[src/hdl/assert_macros.svh]
// ----------------------------------------------------------------------------
// assert_macros.svh
// Shared assertion macros for the latin square cipher block.
// ----------------------------------------------------------------------------
`ifndef ASSERT_MACROS_SVH
`define ASSERT_MACROS_SVH

// Check a property on every rising clk edge outside of reset.
`define ASSERT_CLK(name, prop, msg) \
    name: assert property (@(posedge clk) disable iff (!rst_n) prop) \
        else $error(msg);

// Check that one condition implies another in the same cycle.
`define ASSERT_IMPLY(name, cond, prop, msg) \
    name: assert property (@(posedge clk) disable iff (!rst_n) (cond) |-> (prop)) \
        else $error(msg);

`endif

[src/hdl/lsae_pkg.sv]
// ----------------------------------------------------------------------------
// lsae_pkg
// Types and constants shared by the latin square cipher modules.
// ----------------------------------------------------------------------------
package lsae_pkg;

    // Width of every byte field on the streams
    localparam int BYTE_W = 8;

    // Number of padding fields carried by an input transaction
    localparam int PAD_FIELDS = 3;

    // Input tdata layout, lowest bit first
    localparam int OFS_TBL_STATE  = 0;
    localparam int OFS_TBL_SIGNAL = 8;
    localparam int OFS_TBL_NEXT   = 16;
    localparam int OFS_PLAIN      = 24;
    localparam int OFS_PAD0       = 32;
    localparam int IN_DATA_W      = 56;

    // Request kinds carried in tuser
    localparam logic REQ_TBL_WRITE = 1'b0;
    localparam logic REQ_ENCRYPT   = 1'b1;

    // Pad count register
    localparam int         PAD_CNT_W       = 2;
    localparam logic [1:0] PAD_COUNT_RESET = 2'd3;

    // Result queue
    localparam int FIFO_DEPTH = 4;
    localparam int FIFO_PTR_W = 2;
    localparam int FIFO_CNT_W = 3;

    typedef struct packed {
        logic [BYTE_W-1:0] sig;
        logic              last;
    } result_t;

    typedef struct packed {
        logic    valid;
        result_t res;
    } res_push_t;

endpackage

[src/hdl/lsae_out_fifo.sv]
// ----------------------------------------------------------------------------
// lsae_out_fifo
// Small result queue between the sequencer and the master stream.
// ----------------------------------------------------------------------------
module lsae_out_fifo (
    input  logic                                clk,
    input  logic                                rst_n,
    input  lsae_pkg::res_push_t                 push,
    input  logic                                pop,
    output logic                                not_empty,
    output lsae_pkg::result_t                   head,
    output logic [lsae_pkg::FIFO_CNT_W-1:0]     count
);

    localparam int PTR_W = lsae_pkg::FIFO_PTR_W;
    localparam int CNT_W = lsae_pkg::FIFO_CNT_W;

    lsae_pkg::result_t mem [lsae_pkg::FIFO_DEPTH];
    logic [PTR_W-1:0]  wr_ptr_reg, wr_ptr_next;
    logic [PTR_W-1:0]  rd_ptr_reg, rd_ptr_next;
    logic [CNT_W-1:0]  count_reg, count_next;
    logic              do_pop;

    assign do_pop = pop && (count_reg != '0);

    // Advance pointers and occupancy
    always_comb
    begin
        wr_ptr_next = wr_ptr_reg;
        rd_ptr_next = rd_ptr_reg;
        count_next  = count_reg;
        if (push.valid)
        begin
            wr_ptr_next = wr_ptr_reg + PTR_W'(1);
        end
        if (do_pop)
        begin
            rd_ptr_next = rd_ptr_reg + PTR_W'(1);
        end
        unique case ({push.valid, do_pop})
            2'b10:   count_next = count_reg + CNT_W'(1);
            2'b01:   count_next = count_reg - CNT_W'(1);
            default: count_next = count_reg;
        endcase
    end

    always_ff @(posedge clk or negedge rst_n)
    begin
        if (!rst_n)
        begin
            wr_ptr_reg <= '0;
            rd_ptr_reg <= '0;
            count_reg  <= '0;
        end
        else
        begin
            wr_ptr_reg <= wr_ptr_next;
            rd_ptr_reg <= rd_ptr_next;
            count_reg  <= count_next;
        end
    end

    // Store pushed results
    always_ff @(posedge clk)
    begin
        if (push.valid)
        begin
            mem[wr_ptr_reg] <= push.res;
        end
    end

    assign not_empty = (count_reg != '0);
    assign head      = mem[rd_ptr_reg];
    assign count     = count_reg;

endmodule

[config.mk]
export PLATFORM = sky130hd
export DESIGN_NAME = lsae_out_fifo
export DESIGN_NICKNAME = d
export VERILOG_FILES = /design/src/hdl/assert_macros.svh /design/src/hdl/lsae_pkg.sv /design/src/hdl/lsae_out_fifo.sv
export SDC_FILE = /design/constraint.sdc
export NUM_CORES = 1
export LEC_CHECK = 0
export BUFFER_PORTS_ARGS = -buffer_cell sky130_fd_sc_hd__buf_2
export CORE_UTILIZATION = 30
export CTS_BUF_LIST = sky130_fd_sc_hd__clkbuf_2
export DETAILED_ROUTE_END_ITERATION = 10
export PLACE_DENSITY = 0.5
export SLEW_MARGIN = 20
export SYNTH_ARGS = -nofsm -noshare
export SYNTH_HDL_FRONTEND = slang
export SYNTH_SLANG_ARGS = --single-unit
[constraint.sdc]
create_clock -name clk -period 2.46 [get_ports clk]
set_clock_uncertainty 0.05 [all_clocks]
set_input_delay 0.492 -clock clk [delete_from_list [all_inputs] [get_ports clk]]
set_output_delay 0.492 -clock clk [all_outputs]
set_load 0.05 [all_outputs]
==> results.py <==
metrics = {
    "run_status": {
        "outcome": "complete, no violations",
    },
    "sta": {
        "postLayoutSetupSlackWorst_ns": 0.178,
        "min_period_over_period": 0.928,
        "slew_headroom": 0.658,
        "max_freq_mhz": 438,
        "worst_pin_slew_ns": 0.514,
        "setup_viol": 0,
        "maxSlewViolCount": 0,
        "setup_tns_ns": 0,
        "rsz0062_at_grt": "no",
        "final_hold_viol_count": 0,
        "timing.final.crit_period_ns": 2.28,
    },
    "clock_tree": {
        "numCtsBuffers": 5,
        "htreeDepth": 2,
        "clock_path_buffers": 2,
        "insertion_delay_ns": 0.39,
        "cts.repair.resized": 0,
        "root_buffer": "clkbuf_2",
        "cts_tree": "yes",
        "cts.sinks": 43,
        "clk_pin_slew_ns": 0.21,
        "post_cts_buffers": 0,
    },
    "route": {
        "finalWirelength_um": 2740,
        "post-route-drc-count": 0,
        "wl_per_cell_um": 14.5,
        "first_iter_violations": 19,
        "num_vias": 821,
        "antenna_left": 0,
        "via_per_inst": 4.34,
        "first_pass_iters": 4,
    },
    "critical_path": {
        "path_max_fanout": 5,
        "crit_path_cell_trace": "buf_4 > mux4_1 > buf_2",
        "crit_required_ns": 1.92,
        "crit_path_max_incr_delay_ns": 0.55,
        "cp.arrival_ns": 1.74,
        "rr_startpoint": "count[0]",
        "crit_type": "reg2out",
        "critPathSlowestCell": "mux4_1",
        "rr_worst_depth": 7,
        "r2r-end": "count[2]",
        "startpoint_type": "flip-flop",
        "cp-end-kind": "primary output",
        "r2r_slack_ns": 0.59,
    },
    "logic_synthesis": {
        "netlist_area_um2": 1700,
        "syn-instance-count": 83,
        "synth_fp_nets": 102,
        "synth_cell_types": 18,
        "synth-seq-cells": 43,
        "synth.area.top_cells": "edfxtp_1 63%, mux4_2 11%, dfrtp_1 10%",
        "syn_area_per_cell_um2": 20.5,
        "synth-seq-area-share": 0.738,
        "yosys_warnings": 0,
        "yosysTopAreaCellShare": 0.635,
        "yosysTopAreaCell": "edfxtp_1",
    },
    "hold_path": {
        "min_from": "push[5]",
        "min_to": "mem[2][5]",
        "min_path_cells": 1,
        "min_path_type": "in2reg",
    },
    "power_and_ir_drop": {
        "p_int_mw": 1.50,
        "p_seq_frac": 0.421,
        "total_power_mw": 2.57,
        "switching_share": 0.417,
        "max-vdd-ir-drop_mv": 0.644,
        "p_per_area_nw_per_um2": 1290,
        "power.leakage_nw": 0.750,
        "p_sw_mw": 1.07,
        "comb_power_share": 0.431,
        "p_clk_frac": 0.149,
    },
    "global_route": {
        "first_global_vias": 867,
        "grt_max_degree": 14,
        "grt.total_usage": 0.105,
        "gr-total-overflow": 0,
        "grt_pass1_wl_um": 4440,
        "antenna_found_initial": 0,
    },
    "placement": {
        "pre_cts_slack_ns": 0.476,
        "io_buffer_count": 25,
        "dp_hpwl_um": 1850,
        "gp_congestion": 0.703,
    },
    "cells_and_area": {
        "final_cell_mix": "36 x edfxtp_1, 25 x buf_2, 8 x mux4_2, 7 x dfrtp_1, 6 x inv_1",
        "diodes": 0,
        "fin_nets": 135,
        "post-route-util": 0.364,
        "largest_reg_flops": 36,
        "syn_to_final_growth_pct": 16.9,
        "final_common_cell": "edfxtp_1",
        "drive_gt1_frac": 0.359,
        "fillers": 530,
    },
    "floorplanning": {
        "rows": 27,
        "start_util": 0.311,
        "fp.dieW_um": 77.3,
        "core_area_um2": 5470,
        "pin_count": 26,
        "die-area_um2": 5980,
        "dieHeight_um": 77.3,
    },
    "job": {
        "drv_cap": 0,
    },
}
==> Yosys cell counts (all sizes together) <==
cell,n
mux4,9
dfrtp,7
edfxtp,36
fa,1
or3,1
ha,5
nand2,2
nor2,1
o21ai,1
inv,6
xnor2,2
buf,2
xor2,4
and2,4
o31a,1
mux2i,1
==> area by class of cell <==
cell class,instances,area (um^2),share of cell area
sequential,43,1260,0.631
timing repair buffer,28,150,0.0754
clock inverter,3,38.8,0.0195
multi-input combinational,32,408,0.205
clock buffer,5,25.0,0.0126
tap,72,90.1,0.0453
inverter,6,22.5,0.0113
==> power by group through the flow <==
stage / sequential, mW / clock (mW) / combinational, mW
2_1_floorplan: 1.14 / 0 / 0.835
3_3_place_gp: 1.10 / 0 / 1.12
3_5_place_dp: 1.10 / 0 / 1.13
4_1_cts: 1.09 / 0.398 / 1.13
5_1_grt: 1.11 / 0.431 / 1.20
6_report: 1.08 / 0.383 / 1.11
==> worst max-delay path, delay by kind of cell, from the launching register on <==
family	cells	cell delay (ns)
buf+inv	2	0.40
flops	1	0.40
mux	1	0.55
==> logic make-up after synthesis <==
| logic type | Yosys count | share of synthesized area |
|---|---|---|
| DFF | 43 | 0.738 |
| buffers and inverters | 8 | 0.0228 |
| xor gates and xnor gates | 6 | 0.0309 |
| adders and majority gates | 6 | 0.0485 |
| muxes | 10 | 0.127 |
| and+or+nand+nor | 8 | 0.0250 |
| AOI/OAI and AO/OA | 2 | 0.00808 |
==> stage by stage <==
step / hold slack [ns] / cell area (um^2) / std cells
floorplan: 0.146 / 1700 / 83
global placement: 0.289 / 1920 / 180
detailed placement: 0.290 / 1920 / 180
CTS: 0.200 / 1990 / 189
global route: 0.168 / 1990 / 189
finish: 0.245 / 1990 / 189
==> worst max-delay path by stage <==
stage / from / to / slack [ns] / cells past startpoint
2_1_floorplan: count[0] / count[2] / 0.43 / 7
3_3_place_gp: pop / count[2] / 0.58 / 8
3_5_place_dp: pop / count[2] / 0.48 / 8
4_1_cts: rd_ptr_reg[0] / head[2] / 0.11 / 3
5_1_grt: rd_ptr_reg[0] / head[2] / 0.02 / 3
6_report: rd_ptr_reg[0] / head[2] / 0.18 / 3
==> layer usage <==
| layer | part of all wire | GRT usage | wire length [um] | vias to the layer above |
|---|---|---|---|---|
| met5 | 0 | 0 | 0 | - |
| met4 | 0.013 | 0.0453 | 36 | 0 |
| met3 | 0.060 | 0.0435 | 165 | 4 |
| met2 | 0.47 | 0.172 | 1300 | 26 |
| met1 | 0.45 | 0.122 | 1240 | 407 |
| li1 | - | - | - | 384 |
==> timing repair <==
item / CTS / global route
hold buffers: 1 / 0
endpoints found under the hold margin: 7 / 0
endpoints found under the setup margin: 0 / 0
No activity file was read; power rests on OpenSTA's default activity.
