[src/hdl/assert_macros.svh]
// ----------------------------------------------------------------------------
// assert_macros.svh
// Shared assertion macros for the latin square cipher block.
// ----------------------------------------------------------------------------
`ifndef ASSERT_MACROS_SVH
`define ASSERT_MACROS_SVH

// Check a property on every rising clk edge outside of reset.
`define ASSERT_CLK(name, prop, msg) \
    name: assert property (@(posedge clk) disable iff (!rst_n) prop) \
        else $error(msg);

// Check that one condition implies another in the same cycle.
`define ASSERT_IMPLY(name, cond, prop, msg) \
    name: assert property (@(posedge clk) disable iff (!rst_n) (cond) |-> (prop)) \
        else $error(msg);

`endif

[src/hdl/lsae_pkg.sv]
// ----------------------------------------------------------------------------
// lsae_pkg
// Types and constants shared by the latin square cipher modules.
// ----------------------------------------------------------------------------
package lsae_pkg;

    // Width of every byte field on the streams
    localparam int BYTE_W = 8;

    // Number of padding fields carried by an input transaction
    localparam int PAD_FIELDS = 3;

    // Input tdata layout, lowest bit first
    localparam int OFS_TBL_STATE  = 0;
    localparam int OFS_TBL_SIGNAL = 8;
    localparam int OFS_TBL_NEXT   = 16;
    localparam int OFS_PLAIN      = 24;
    localparam int OFS_PAD0       = 32;
    localparam int IN_DATA_W      = 56;

    // Request kinds carried in tuser
    localparam logic REQ_TBL_WRITE = 1'b0;
    localparam logic REQ_ENCRYPT   = 1'b1;

    // Pad count register
    localparam int         PAD_CNT_W       = 2;
    localparam logic [1:0] PAD_COUNT_RESET = 2'd3;

    // Result queue
    localparam int FIFO_DEPTH = 4;
    localparam int FIFO_PTR_W = 2;
    localparam int FIFO_CNT_W = 3;

    typedef struct packed {
        logic [BYTE_W-1:0] sig;
        logic              last;
    } result_t;

    typedef struct packed {
        logic    valid;
        result_t res;
    } res_push_t;

endpackage

[src/hdl/lsae_seq.sv]
// ----------------------------------------------------------------------------
// lsae_seq
// Step sequencer: holds the current item and state, issues table writes and reads,
// forwards read data into the next address, and forms result transactions.
// ----------------------------------------------------------------------------
`include "assert_macros.svh"

module lsae_seq #(
    parameter int SIGNAL_BITS = 8,
    parameter int MAX_PAD     = 3
) (
    input  logic                                 clk,
    input  logic                                 rst_n,
    // configuration
    input  logic                                 cfg_we,
    input  logic [lsae_pkg::PAD_CNT_W-1:0]       cfg_data,
    // input items
    input  logic                                 in_valid,
    output logic                                 in_ready,
    input  logic                                 in_user,
    input  logic [lsae_pkg::IN_DATA_W-1:0]       in_data,
    // result queue
    input  logic [lsae_pkg::FIFO_CNT_W-1:0]      fifo_count,
    output lsae_pkg::res_push_t                  push,
    // next-state table
    output logic                                 nt_we,
    output logic [2*SIGNAL_BITS-1:0]             nt_waddr,
    output logic [SIGNAL_BITS-1:0]               nt_wdata,
    output logic                                 nt_re,
    output logic [2*SIGNAL_BITS-1:0]             nt_raddr,
    input  logic [SIGNAL_BITS-1:0]               nt_rdata,
    // inverse table
    output logic                                 it_we,
    output logic [2*SIGNAL_BITS-1:0]             it_waddr,
    output logic [SIGNAL_BITS-1:0]               it_wdata,
    output logic                                 it_re,
    output logic [2*SIGNAL_BITS-1:0]             it_raddr,
    input  logic [SIGNAL_BITS-1:0]               it_rdata
);

    localparam int SB     = SIGNAL_BITS;
    localparam int BW     = lsae_pkg::BYTE_W;
    localparam int CNT_W  = $clog2(MAX_PAD + 1);
    localparam int PIDX_W = (MAX_PAD > 1) ? $clog2(MAX_PAD) : 1;
    localparam int FCNT_W = lsae_pkg::FIFO_CNT_W;

    // Input fields, masked to the signal width
    logic [SB-1:0] f_state, f_signal, f_next, f_plain;
    logic [SB-1:0] pad_in [lsae_pkg::PAD_FIELDS];

    logic [lsae_pkg::PAD_CNT_W-1:0] pad_count_reg;
    logic                           busy_reg;
    logic [CNT_W-1:0]               idx_reg;
    logic [CNT_W-1:0]               pads_reg;
    logic [SB-1:0]                  plain_reg;
    logic [SB-1:0]                  pad_reg [MAX_PAD];
    logic [SB-1:0]                  state_reg;
    logic                           pend_pad_reg;
    logic                           inflight_reg;
    logic                           last_reg;
    logic [SB-1:0]                  sig_reg;

    logic             accept, wr_acc, enc_acc;
    logic             space, issue, is_final, pad_issue, fin_issue;
    logic [CNT_W-1:0] pads_in;
    logic [SB-1:0]    row, cur_pad;

    // Unpack the input transaction
    always_comb
    begin
        f_state  = SB'(in_data[lsae_pkg::OFS_TBL_STATE  +: BW]);
        f_signal = SB'(in_data[lsae_pkg::OFS_TBL_SIGNAL +: BW]);
        f_next   = SB'(in_data[lsae_pkg::OFS_TBL_NEXT   +: BW]);
        f_plain  = SB'(in_data[lsae_pkg::OFS_PLAIN      +: BW]);
        for (int i = 0; i < lsae_pkg::PAD_FIELDS; i++)
        begin
            pad_in[i] = SB'(in_data[lsae_pkg::OFS_PAD0 + BW*i +: BW]);
        end
    end

    // Clamp the pad count to what the block stores
    assign pads_in = (int'(pad_count_reg) > MAX_PAD) ? CNT_W'(MAX_PAD)
                                                     : CNT_W'(pad_count_reg);

    // Issue a step only when the queue has room for its result
    assign space     = (fifo_count + FCNT_W'(inflight_reg)) < FCNT_W'(lsae_pkg::FIFO_DEPTH);
    assign issue     = busy_reg && space;
    assign is_final  = (idx_reg == pads_reg);
    assign pad_issue = issue && !is_final;
    assign fin_issue = issue && is_final;

    // Take the next item while the closing step of this one issues
    assign in_ready = !busy_reg || fin_issue;
    assign accept   = in_valid && in_ready;
    assign wr_acc   = accept && (in_user == lsae_pkg::REQ_TBL_WRITE);
    assign enc_acc  = accept && (in_user == lsae_pkg::REQ_ENCRYPT);

    // Forward fresh next-state data straight into the read address
    assign row     = pend_pad_reg ? nt_rdata : state_reg;
    assign cur_pad = pad_reg[idx_reg[PIDX_W-1:0]];

    // Table writes: forward entry and inverse entry
    assign nt_we    = wr_acc;
    assign nt_waddr = {f_state, f_signal};
    assign nt_wdata = f_next;
    assign it_we    = wr_acc;
    assign it_waddr = {f_state, f_next};
    assign it_wdata = f_signal;

    // Table reads for padding and closing steps
    assign nt_re    = pad_issue;
    assign nt_raddr = {row, cur_pad};
    assign it_re    = fin_issue;
    assign it_raddr = {row, plain_reg};

    // Control state
    always_ff @(posedge clk or negedge rst_n)
    begin
        if (!rst_n)
        begin
            pad_count_reg <= lsae_pkg::PAD_COUNT_RESET;
            busy_reg      <= 1'b0;
            idx_reg       <= '0;
            state_reg     <= '0;
            pend_pad_reg  <= 1'b0;
            inflight_reg  <= 1'b0;
        end
        else
        begin
            if (cfg_we)
            begin
                pad_count_reg <= cfg_data;
            end
            if (enc_acc)
            begin
                busy_reg <= 1'b1;
            end
            else if (fin_issue)
            begin
                busy_reg <= 1'b0;
            end
            if (enc_acc)
            begin
                idx_reg <= '0;
            end
            else if (pad_issue)
            begin
                idx_reg <= idx_reg + CNT_W'(1);
            end
            // Closing step lands on the plaintext byte; padding walks the table
            if (fin_issue)
            begin
                state_reg <= plain_reg;
            end
            else if (pend_pad_reg)
            begin
                state_reg <= nt_rdata;
            end
            pend_pad_reg <= pad_issue;
            inflight_reg <= issue;
        end
    end

    // Item and step payload
    always_ff @(posedge clk)
    begin
        if (enc_acc)
        begin
            pads_reg  <= pads_in;
            plain_reg <= f_plain;
            for (int i = 0; i < MAX_PAD; i++)
            begin
                pad_reg[i] <= pad_in[i];
            end
        end
        if (issue)
        begin
            last_reg <= fin_issue;
            sig_reg  <= cur_pad;
        end
    end

    // Result transaction in the cycle after its step issues
    always_comb
    begin
        push.valid    = inflight_reg;
        push.res.last = last_reg;
        push.res.sig  = last_reg ? BW'(it_rdata) : BW'(sig_reg);
    end

    `ASSERT_CLK(a_queue_credit, (fifo_count + FCNT_W'(inflight_reg)) <= FCNT_W'(lsae_pkg::FIFO_DEPTH), "result queue overrun")
    `ASSERT_CLK(a_final_push, fin_issue |=> (push.valid && push.res.last), "closing step lost its result")
    `ASSERT_CLK(a_pad_push, pad_issue |=> (push.valid && !push.res.last), "padding step lost its result")
    `ASSERT_IMPLY(a_pad_in_range, pad_issue, (idx_reg < pads_reg), "padding step past pad count")

endmodule

[config.mk]
export PLATFORM = sky130hd
export DESIGN_NAME = lsae_seq
export DESIGN_NICKNAME = d
export VERILOG_FILES = /design/src/hdl/lsae_pkg.sv /design/src/hdl/lsae_seq.sv
export VERILOG_INCLUDE_DIRS = /design/src /design/src/hdl
export SDC_FILE = /design/constraint.sdc
export NUM_CORES = 1
export LEC_CHECK = 0
export BUFFER_PORTS_ARGS = -buffer_cell sky130_fd_sc_hd__buf_2
export CORE_ASPECT_RATIO = 0.7
export CORE_MARGIN = 1.5
export CORE_UTILIZATION = 39
export CTS_CLUSTER_DIAMETER = 100
export DETAILED_ROUTE_END_ITERATION = 16
export GPL_TIMING_DRIVEN = 0
export PLACE_DENSITY = 0.8
export SYNTH_ARGS = -nofsm -noshare
export SYNTH_HDL_FRONTEND = slang
export SYNTH_SLANG_ARGS = --single-unit
[constraint.sdc]
create_clock -name clk -period 2.9 [get_ports clk]
set_input_delay 0.29 -clock clk [delete_from_list [all_inputs] [get_ports clk]]
set_output_delay 0.29 -clock clk [all_outputs]
set_load 0.02 [all_outputs]
==> impl_results.md, run 1 <==
* Status: complete, no violations
* Synth top area cells: edfxtp_1, buf_4, dfrtp_1
* Relative slew slack at a little over a third
* Diodes inserted at 0
* Port bufs at 152
* LEAKAGE at 1.885 nW
* Global-route wire length before repair at 8245 um
* Synth Flop Type: edfxtp_1
* Clock Sinks at between 50 and 60
* Critical path buffer and inverter count at 0
* Residual DRC count at 0
* Cts repair resizes at 0
* TNS Setup at 0 ns
* Kind of critical path: reg2reg
* Final hold vios at 0
* Most frequent cells in the layout: buf_2, buf_4, edfxtp_1, mux2_2, dfrtp_1
* Vias at roughly 2000
* Syn Inst Count at 194
* CTS tree: built
* Initial DRC Count at 62
* Gr ovfl total at 0
* # setup viols final at 0
* Final #Nets at 440
* Clock Pin Slew Worst Setup and Hold Paths at 0.06 ns
* RSZ-0062 raised after global routing: no
* Setup bufs post-CTS at 0
* VDD IR max at 482.0 uV
* Fill cell count at 606
* CP endpoint kind: flop
* Slew Limit Fails at 0
* Maximum root-to-sink buffer count at 2
* FMAX at 434.2 MHz
* Tot Pwr at 0.003647 W
* Gr usage total at 14.14%
* Critical path data required time at about 2.9 ns
* Number of max-cap violations at 0
* Row count at 25
* Die Wd at about 100 um
* Netlist cell types at 29
* Least-Margin Pin Slew at 0.9593 ns
* Most common library cell in the layout ignoring fill and taps: buf_2
* Dominant cell type by area after synthesis: edfxtp_1
* Core area at 6882 um2
* Synth Cell Area at 2815 um2
* Post-place setup slack at 0.5777 ns
* DIE AREA at approximately 7700 um2
* Top-area cell type share of the netlist area at 45.87%
* Hold Crit Class: in2reg
* Critical path peak fanout at 34
* Worst-Skew Late Latency at 0.33 ns
* Post-DP HPWL at 4468 um
* Die height at ~74 um
* Setup crit start kind: flop
* CP max stage delay at 0.82 ns
* Area grow syn2layout at 39.20%
* Crit-path slowest cell: nor2b_4
* Fin crit share at 79.42%
* Minimum clock period at 2.303 ns
* Vias in the first global route at 1855
* Worst-path cell chain: a31oi_1, o21ai_4, o21ai_2, nor2b_4
* Routability cong. at around 0.73
* Fraction of layout cells with a size suffix above 1 at about three quarters
* Final WL at 5688 um
* CTS Hold Bufs at 1
* EDFF count, synth at 43
* CTS root buf: clkbuf_8
* Final setup margin at about 0.6 ns
* Layout Skew at 0.006791 ns
* Avg Cell Area, Syn at between 10 and 15 um2
* CP delay by family, top: simple AND/OR/NAND/NOR gates
* Yosys reg bits at 58
* Max reg flops at 24
* Ys async rst share at 25.86%
* Drt first pass iters at 4
* Initial antenna violation count at 0
* DR vias/cell at 4.350
* Routed len/inst at 12.45 um
* Pwr dens at slightly above 900 nW/um2
* Routed Antenna Nets at 0
* Net Count, Synth at about 280
* Critical path arrival at approximately 2.3 ns
* H-tree lvl count at 3
* Largest net degree at the start of global routing at 35
* Initial core utilization at 40.91%
* Synthesis warning total at 0
* CTS buffer count at 9
* Register area share after synthesis at 59.29%
* I/O pin cnt at around 180
cell usage after synthesis, drive strengths merged, types with 2 or more instances:
cell type  number
buf            62
edfxtp         43
mux2           26
dfrtp          13
nand2          12
o21ai          10
mux2i           9
a21oi           2
a31oi           2
clkbuf          2
dfstp           2
nor2            2
xnor2           2
metal layers:
metal	GRT usage, %	part of all wire (%)	up-vias
li1	-	-	964
met1	15.05	38	919
met2	25.66	52	95
met3	4.820	8.7	10
met4	7.407	1.5	0
met5	0	0	-
area by class of cell:
class | instances | area, um2 | area share, %
inverters | 1 | 3.754 | 0.09579
plain buffers | 64 | 471.7 | 12.04
repair buffers | 153 | 770.7 | 19.67
multi-input cells | 71 | 678.2 | 17.31
clock buffers | 14 | 172.7 | 4.406
well taps | 94 | 117.6 | 3.001
flip-flops and latches | 58 | 1669 | 42.59
clock inverters | 2 | 35.03 | 0.8940
report_power, final:
group	switching, W	internal [W]
Combinational	0.000957	0.000745
Sequential	0.0000677	0.00112
Clock	0.000291	0.000466
Total	0.00132	0.00233
worst paths after layout:
check / start / endpoint / slack, ns / depth (start not counted)
setup / recovery: inflight_reg$_DFF_PN0_ / pad_reg[0][1]$_DFFE_PP_ / 0.60 / 4
hold / removal: in_data[46] / pad_reg[1][6]$_DFFE_PP_ / 0.13 / 1
setup reg to reg: inflight_reg$_DFF_PN0_ / pad_reg[0][1]$_DFFE_PP_ / 0.60 / 4
hold reg to reg: plain_reg[7]$_DFFE_PP_ / state_reg[7]$_DFF_PN0_ / 0.50 / 1
max in group asynchronous: rst_n / pad_count_reg[1]$_DFFE_PN1P_ / 2.20 / 2
min in group asynchronous: rst_n / state_reg[1]$_DFF_PN0_ / 0.40 / 2
metrics by stage:
step | hold WS (ns) | std cells | util [%] | instance area [um2]
after global placement | 0.2146 | 440 | 53.71 | 3696
after floorplan | -0.005591 | 194 | - | 2818
after CTS | 0.1195 | 457 | 56.95 | 3919
after detailed placement | 0.2150 | 440 | 53.78 | 3701
final | 0.1348 | 457 | 56.95 | 3919
after global routing | 0.1195 | 457 | 56.95 | 3919
cell families after synthesis:
kind of cell / share of synthesized area [%]
buffers and inverters: 16.89
DFF: 59.29
muxes: 14.67
and+or+nand+nor: 3.733
AOI/OAI and AO/OA: 3.867
xor gates and xnor gates: 1.556
worst reg2reg max path: cells and delay by family, from the launching register on:
kind,cells,cell delay (ns)
AOI/OAI and AO/OA,3,0.70
DFF,1,0.40
and+or+nand+nor,1,0.82
No activity file was read; power rests on OpenSTA's default activity.
==> run 2, diff against run 1 <==
--- a/config.mk
+++ b/config.mk
@@ -9,11 +9,11 @@
 export BUFFER_PORTS_ARGS = -buffer_cell sky130_fd_sc_hd__buf_2
 export CORE_ASPECT_RATIO = 0.7
 export CORE_MARGIN = 1.5
-export CORE_UTILIZATION = 39
+export CORE_UTILIZATION = 43
 export CTS_CLUSTER_DIAMETER = 100
 export DETAILED_ROUTE_END_ITERATION = 16
 export GPL_TIMING_DRIVEN = 0
-export PLACE_DENSITY = 0.8
+export PLACE_DENSITY = 0.84
 export SYNTH_ARGS = -nofsm -noshare
 export SYNTH_HDL_FRONTEND = slang
 export SYNTH_SLANG_ARGS = --single-unit
==> constraint.sdc (replaced) <==
create_clock -name clk -period 2.3 [get_ports clk]
set_input_delay 0.23 -clock clk [delete_from_list [all_inputs] [get_ports clk]]
set_output_delay 0.23 -clock clk [all_outputs]
set_load 0.02 [all_outputs]
==> impl_results.md, run 2 (synthesis gave the netlist of run 1 again) <==
* Status: complete, no violations
* Initial core utilization at 44.86% (+3.9 points)
* Global-route wire length before repair at 8562 um (+3.8%)
* Layout Skew at 0.008503 ns (+0.001712 ns)
* Drt first pass iters at 4 (unchanged)
* Critical path buffer and inverter count at 2 (+2)
* Gr ovfl total at 0 (unchanged)
* Kind of critical path: reg2out
* Core area at 6276 um2 (-8.8%)
* CTS root buf: clkbuf_8
* Diodes inserted at 0 (unchanged)
* Final setup margin at 0.08787 ns (-0.5089 ns)
* TNS Setup at 0 ns (unchanged)
* CTS tree: built
* Reg-to-Reg End: pads_reg[0]$_DFFE_PP_
* Initial antenna violation count at 0 (unchanged)
* Register area at 1669 um2 (unchanged)
* Post-place setup slack at 0.01779 ns (-0.5599 ns)
* Row count at 24 (-4.0%)
* Crit-path slowest cell: dfrtp_1
* Slew Limit Fails at 0 (unchanged)
* Vias at 2010 (+1.1%)
* Critical path peak fanout at 5 (-85%)
* Routed Antenna Nets at 0 (unchanged)
* Hold path start: in_data[33]
* LEAKAGE at 1.881 nW (-0.21%)
* Number of max-cap violations at 0 (unchanged)
* Post-DP HPWL at 4477 um (+0.20%)
* CP endpoint kind: output pin
* Port bufs at 152 (unchanged)
* H-tree lvl count at 3 (unchanged)
* Hold Crit Class: in2reg
* Area grow syn2layout at 38.53%
* Maximum root-to-sink buffer count at 2 (unchanged)
* Die height at 70.70 um (-4.6%)
* Final hold vios at 0 (unchanged)
* Routability cong. at 0.7305 (-0.48%)
* Critical path data required time at 2.07 ns (-0.78 ns)
* Multi-input gate area at 698.2 um2 (+3.0%)
* Relative slew slack at 65.11% (+29 points)
* Worst-path cell chain: xnor2_2, nand2_4, o21ai_2, and3b_1, buf_4, buf_2
* Util after Layout at 62.14% (+5.2 points)
* FF-to-FF setup slack at 0.23 ns (-0.37 ns)
* Initial DRC Count at 75 (+21%)
* FMAX at 452.1 MHz
* Die Wd at 99.71 um (-4.6%)
* Vias in the first global route at 1860 (+0.27%)
* Routed len/inst at 13.38 um (+7.5%)
* Fraction of layout cells with a size suffix above 1 at 73.08% (+0.074 points)
* CP delay by family, top: flip-flops
* Setup crit start kind: flop
* Tot Pwr at 0.004569 W (+25%)
* # setup viols final at 0 (unchanged)
* Final #Nets at 441 (+0.23%)
* VDD IR max at 713.4 uV (+48%)
* Largest net degree at the start of global routing at 35 (unchanged)
* CP max stage delay at 0.47 ns (-0.35 ns)
* Minimum clock period at 2.212 ns
* Min-Delay Path Depth at 1 (unchanged)
* Max reg flops at 24 (unchanged)
* DR vias/cell at 4.548 (+4.5%)
* Final WL at 5912 um (+3.9%)
* Clock Pin Slew Worst Setup and Hold Paths at 0.06 ns (about the same)
* Worst hold margin at 0.07936 ns (-0.05543 ns)
* Least-Margin Pin Slew at 0.5223 ns (-0.4371 ns)
* Residual DRC count at 0 (unchanged)
* Most frequent cells in the layout: buf_2, buf_4, edfxtp_1, mux2_2, dfrtp_1
* Worst Hold Path EP: pad_reg[0][1]$_DFFE_PP_
* RSZ-0062 raised after global routing: no
* Most common library cell in the layout ignoring fill and taps: buf_2
* Clock Sinks at 58 (unchanged)
* Fill cell count at 513 (-15%)
* I/O pin cnt at 177 (unchanged)
* Critical path depth at 6 (+2)
* Fin crit share at 96.18%
* DIE AREA at 7049 um2 (-9.0%)
* Reg2Reg Launch Point: idx_reg[0]$_DFFE_PN0P_
* Worst Reg2Reg Path Length in Cells at 4 (unchanged)
* CTS buffer count at 9 (unchanged)
* Gr usage total at 15.95% (+1.8 points)
* Pwr dens at 1172 nW/um2 (+26%)
* Critical path arrival at 1.98 ns (-0.27 ns)
* Worst-Skew Late Latency at 0.32 ns (about the same)
[run 2: cell types whose count changed in the layout (fill, tap and decap cells not counted), sizes merged]
| cell | delta |
|---|---|
| clkinv | +2 |
| nor2b | +1 |
| clkbuf | -2 |
[run 2: through the flow]
stage | cell area (um2) | cells
2_1_floorplan | 2823 | 194
3_3_place_gp | 3681 | 424
3_5_place_dp | 3681 | 424
4_1_cts | 3886 | 441
5_1_grt | 3900 | 442
6_report | 3900 | 442
[run 2: worst register-to-register path, stage by stage (launching register included)]
cell     delay [ns]
dfrtp_1        0.47
xnor2_2        0.28
nand2_4        0.13
o21ai_2        0.29
nor2b_4        0.54
[run 2: report_power, final]
group	internal, W	switching (W)	total [W]
Clock	0.000523	0.000357	0.000880
Combinational	0.000950	0.00123	0.00218
Sequential	0.00141	0.0000958	0.00151
Total	0.00289	0.00168	0.00457
[run 2: how the worst max path moves through the flow]
| stage | from | slack (ns) | to |
|---|---|---|---|
| floorplan | inflight_reg$_DFF_PN0_ | 0.17 | pad_reg[0][0]$_DFFE_PP_ |
| CTS | idx_reg[0]$_DFFE_PN0P_ | 0.02 | pads_reg[0]$_DFFE_PP_ |
| detailed placement | inflight_reg$_DFF_PN0_ | 0.02 | pad_reg[1][4]$_DFFE_PP_ |
| global route | idx_reg[0]$_DFFE_PN0P_ | 0.03 | nt_we |
| finish | idx_reg[0]$_DFFE_PN0P_ | 0.09 | nt_we |
| global placement | inflight_reg$_DFF_PN0_ | -0.01 | pad_reg[2][3]$_DFFE_PP_ |
[run 2: final cells by class]
class	instances	area share [%]
Tap cell	78	2.502
Buffer	64	12.09
Clock buffer	12	3.722
Timing Repair Buffer	153	19.76
Inverter	1	0.09625
Multi-Input combinational cell	72	17.90
Clock inverter	4	1.123
Sequential cell	58	42.80
[run 2: what timing repair did]
| item | CTS | global route |
|---|---|---|
| endpoints found under the setup margin | 12 | 34 |
| resized for setup | 1 | 1 |
| endpoints found under the hold margin | 13 | 0 |
| hold buffers | 1 | 0 |
| gates cloned | 0 | 1 |
| pin swaps | 0 | 0 |
| buffers inserted | 0 | 0 |
[run 2: routing by layer]
metal	GRT usage, %	routed length (um)	share of wire, %
met2	29.40	3136	53
met4	5.164	58	0.98
met5	0	0	0
met1	17.20	2215	37
met3	5.534	502	8.5
==> run 3, diff against run 2 <==
--- a/config.mk
+++ b/config.mk
@@ -6,6 +6,7 @@
 export SDC_FILE = /design/constraint.sdc
 export NUM_CORES = 1
 export LEC_CHECK = 0
+export ABC_AREA = 1
 export BUFFER_PORTS_ARGS = -buffer_cell sky130_fd_sc_hd__buf_2
 export CORE_ASPECT_RATIO = 0.7
 export CORE_MARGIN = 1.5
==> impl_results.md, run 3 <==
* Netlist cell types at 23 (-21%)
* Critical path arrival at 1.90 ns (-0.08 ns)
* Synth Cell Area at 2781 um2 (-1.2%)
* Max reg flops at 24 (unchanged)
* Routing usage on met2 at 32.26% (+2.9 points)
* Final #Nets at 478 (+8.4%)
* LEAKAGE at 1.909 nW (+1.5%)
* Diodes inserted at 0 (unchanged)
* Routed len/inst at 13.33 um (-0.33%)
* Setup crit start kind: flop
* Most common library cell in the layout ignoring fill and taps: buf_2
* Met1 Use GR at 22.21% (+5.0 points)
* Ys async rst share at 25.86% (unchanged)
* Avg Cell Area, Syn at 12.04 um2 (-17%)
* Clock Pin Slew Worst Setup and Hold Paths at 0.06 ns (about the same)
* Die Wd at 99.13 um (-0.59%)
* CP endpoint kind: output pin
* Row count at 24 (unchanged)
* Largest net degree at the start of global routing at 19 (-46%)
* Final WL at 6386 um (+8.0%)
* GR peak layer: met2
* Fraction of layout cells with a size suffix above 1 at 64.84% (-8.2 points)
* Gr usage total at 18.48% (+2.5 points)
* Vias at 2131 (+6.0%)
* Most frequent cells in the layout: buf_2, buf_4, edfxtp_1, nand2_1, mux2_2
* Area grow syn2layout at 38.73%
* Multi-input gate area at 620.6 um2 (-11%)
* Synth top area cells: edfxtp_1, buf_4, dfrtp_1
* Number of max-cap violations at 0 (unchanged)
* Util after Layout at 61.78% (-0.36 points)
* Register area share after synthesis at 60.01% (+0.72 points)
* Critical path data required time at 2.07 ns (about the same)
* RSZ-0062 raised after global routing: no
* Fin crit share at 92.56% (-3.6 points)
* Initial DRC Count at 141 (+88%)
* EDFF count, synth at 43 (unchanged)
* DIE AREA at 6968 um2 (-1.2%)
* Global-route wire length before repair at 9708 um (+13%)
* Post-DP HPWL at 4846 um (+8.3%)
* Die height at 70.29 um (-0.57%)
* Net Count, Synth at 313 (+13%)
* Drt first pass iters at 4 (unchanged)
* Clock Sinks at 58 (unchanged)
* Final setup margin at 0.1712 ns (+0.08329 ns)
* Minimum clock period at 2.129 ns (-0.08329 ns)
* Synthesis warning total at 0 (unchanged)
* Initial core utilization at 44.53% (-0.33 points)
* DR vias/cell at 4.449 (-2.2%)
* Layout Skew at 0.006684 ns (-0.001819 ns)
* Pwr dens at 1140 nW/um2 (-2.7%)
* Routability cong. at 0.7512 (+2.8%)
* Top-area cell type share of the netlist area at 46.42% (+0.56 points)
* Kind of critical path: reg2out
* I/O pin cnt at 177 (unchanged)
* Residual DRC count at 0 (unchanged)
* Yosys reg bits at 58 (unchanged)
* Hold Crit Class: in2reg
* Worst-Skew Late Latency at 0.32 ns (about the same)
* Slew Limit Fails at 0 (unchanged)
* CTS root buf: clkbuf_8
* Port bufs at 152 (unchanged)
* Dominant cell type by area after synthesis: edfxtp_1
* Status: complete, no violations
* Syn Inst Count at 231 (+19%)
* CTS tree: built
* Core area at 6246 um2 (-0.48%)
* Routed Antenna Nets at 0 (unchanged)
* Initial antenna violation count at 0 (unchanged)
* Gr ovfl total at 0 (unchanged)
* Post-place setup slack at -0.1001 ns (-0.1179 ns)
* Most numerous cell in the Yosys netlist: buf_4
* Maximum root-to-sink buffer count at 2 (unchanged)
* Top post-synthesis cells by count: buf_4, edfxtp_1, nand2_1
* # setup viols final at 0 (unchanged)
* FMAX at 469.7 MHz (+3.9%)
* M3 GR Usage at 4.004% (-1.5 points)
* Critical path peak fanout at 10 (+5)
* Vias in the first global route at 2001 (+7.6%)
* Final hold vios at 0 (unchanged)
* Register area at 1669 um2 (unchanged)
* TNS Setup at 0 ns (unchanged)
* CTS buffer count at 9 (unchanged)
* VDD IR max at 723.3 uV (+1.4%)
* Synth Flop Type: edfxtp_1
* Fill cell count at 502 (-2.1%)
* Least-Margin Pin Slew at 0.5479 ns (+0.02561 ns)
* Relative slew slack at 63.39% (-1.7 points)
* H-tree lvl count at 3 (unchanged)
run 3: area by class of cell:
| class | count | share of cell area, % |
|---|---|---|
| Multi-Input combinational cell | 102 | 16.08 |
| Buffer | 63 | 12.06 |
| Timing Repair Buffer | 153 | 19.97 |
| Sequential cell | 58 | 43.26 |
| Clock buffer | 14 | 4.475 |
| Tap cell | 78 | 2.529 |
| Clock inverter | 2 | 0.2594 |
| Inverter | 9 | 1.362 |
run 3: kinds of logic after synthesis:
kind of cell / count (synthesis) / synth area share (%)
and+or+nand+nor: 65 / 10.80
muxes: 18 / 7.287
buffers and inverters: 72 / 18.53
DFF: 58 / 60.01
AOI/OAI and AO/OA: 18 / 3.374
run 3: power breakdown:
group,internal (W),leakage (nW),switching [W],total (W)
Combinational,0.000771,1.24,0.00128,0.00205
Sequential,0.00142,0.577,0.0000850,0.00151
Clock,0.000477,0.0965,0.000368,0.000845
Total,0.00267,1.91,0.00173,0.00440
run 3: layer usage:
layer	share of wire [%]	routed length [um]	up-vias
met5	0	0	-
met2	52	3341	90
li1	-	-	1046
met4	1.2	77	0
met1	40	2575	987
met3	6.1	392	8
run 3: path summary, 6_finish.rpt:
path | depth (start not counted) | start | slack [ns] | endpoint
setup / recovery | 9 | idx_reg[1]$_DFFE_PN0P_ | 0.17 | nt_we
hold / removal | 1 | in_data[28] | 0.08 | plain_reg[4]$_DFFE_PP_
setup reg to reg | 7 | idx_reg[1]$_DFFE_PN0P_ | 0.29 | pad_reg[0][3]$_DFFE_PP_
hold reg to reg | 2 | plain_reg[4]$_DFFE_PP_ | 0.48 | state_reg[4]$_DFF_PN0_
max in group asynchronous | 2 | rst_n | 1.64 | pad_count_reg[1]$_DFFE_PN1P_
min in group asynchronous | 2 | rst_n | 0.36 | pend_pad_reg$_DFF_PN0_
run 3: timing repair:
action | 4_1_cts | 5_1_grt
hold endpoints to repair | 13 | 0
setup endpoints to repair | 34 | 2
hold buffers | 1 | 0
gates resized for setup | 2 | 2
setup buffers | 0 | 0
gates cloned | 1 | 0
run 3: metrics by stage:
step	cells	area [um2]	total power, W	hold WS [ns]
after floorplan	231	2786	0.002930	-0.06559
after global placement	461	3645	0.003506	0.1553
after detailed placement	461	3645	0.003565	0.1556
after CTS	479	3851	0.004433	0.06661
after global routing	479	3859	0.004647	0.06364
final	479	3859	0.004401	0.08239
run 3: worst max-delay path, cell delays in order, from the launching register on:
cell,delay (ns)
dfrtp_1,0.42
inv_4,0.13
nand2_1,0.10
nand2_4,0.07
nand3_4,0.10
o21ai_2,0.20
nand2_2,0.15
nor2_1,0.14
buf_4,0.12
buf_2,0.14
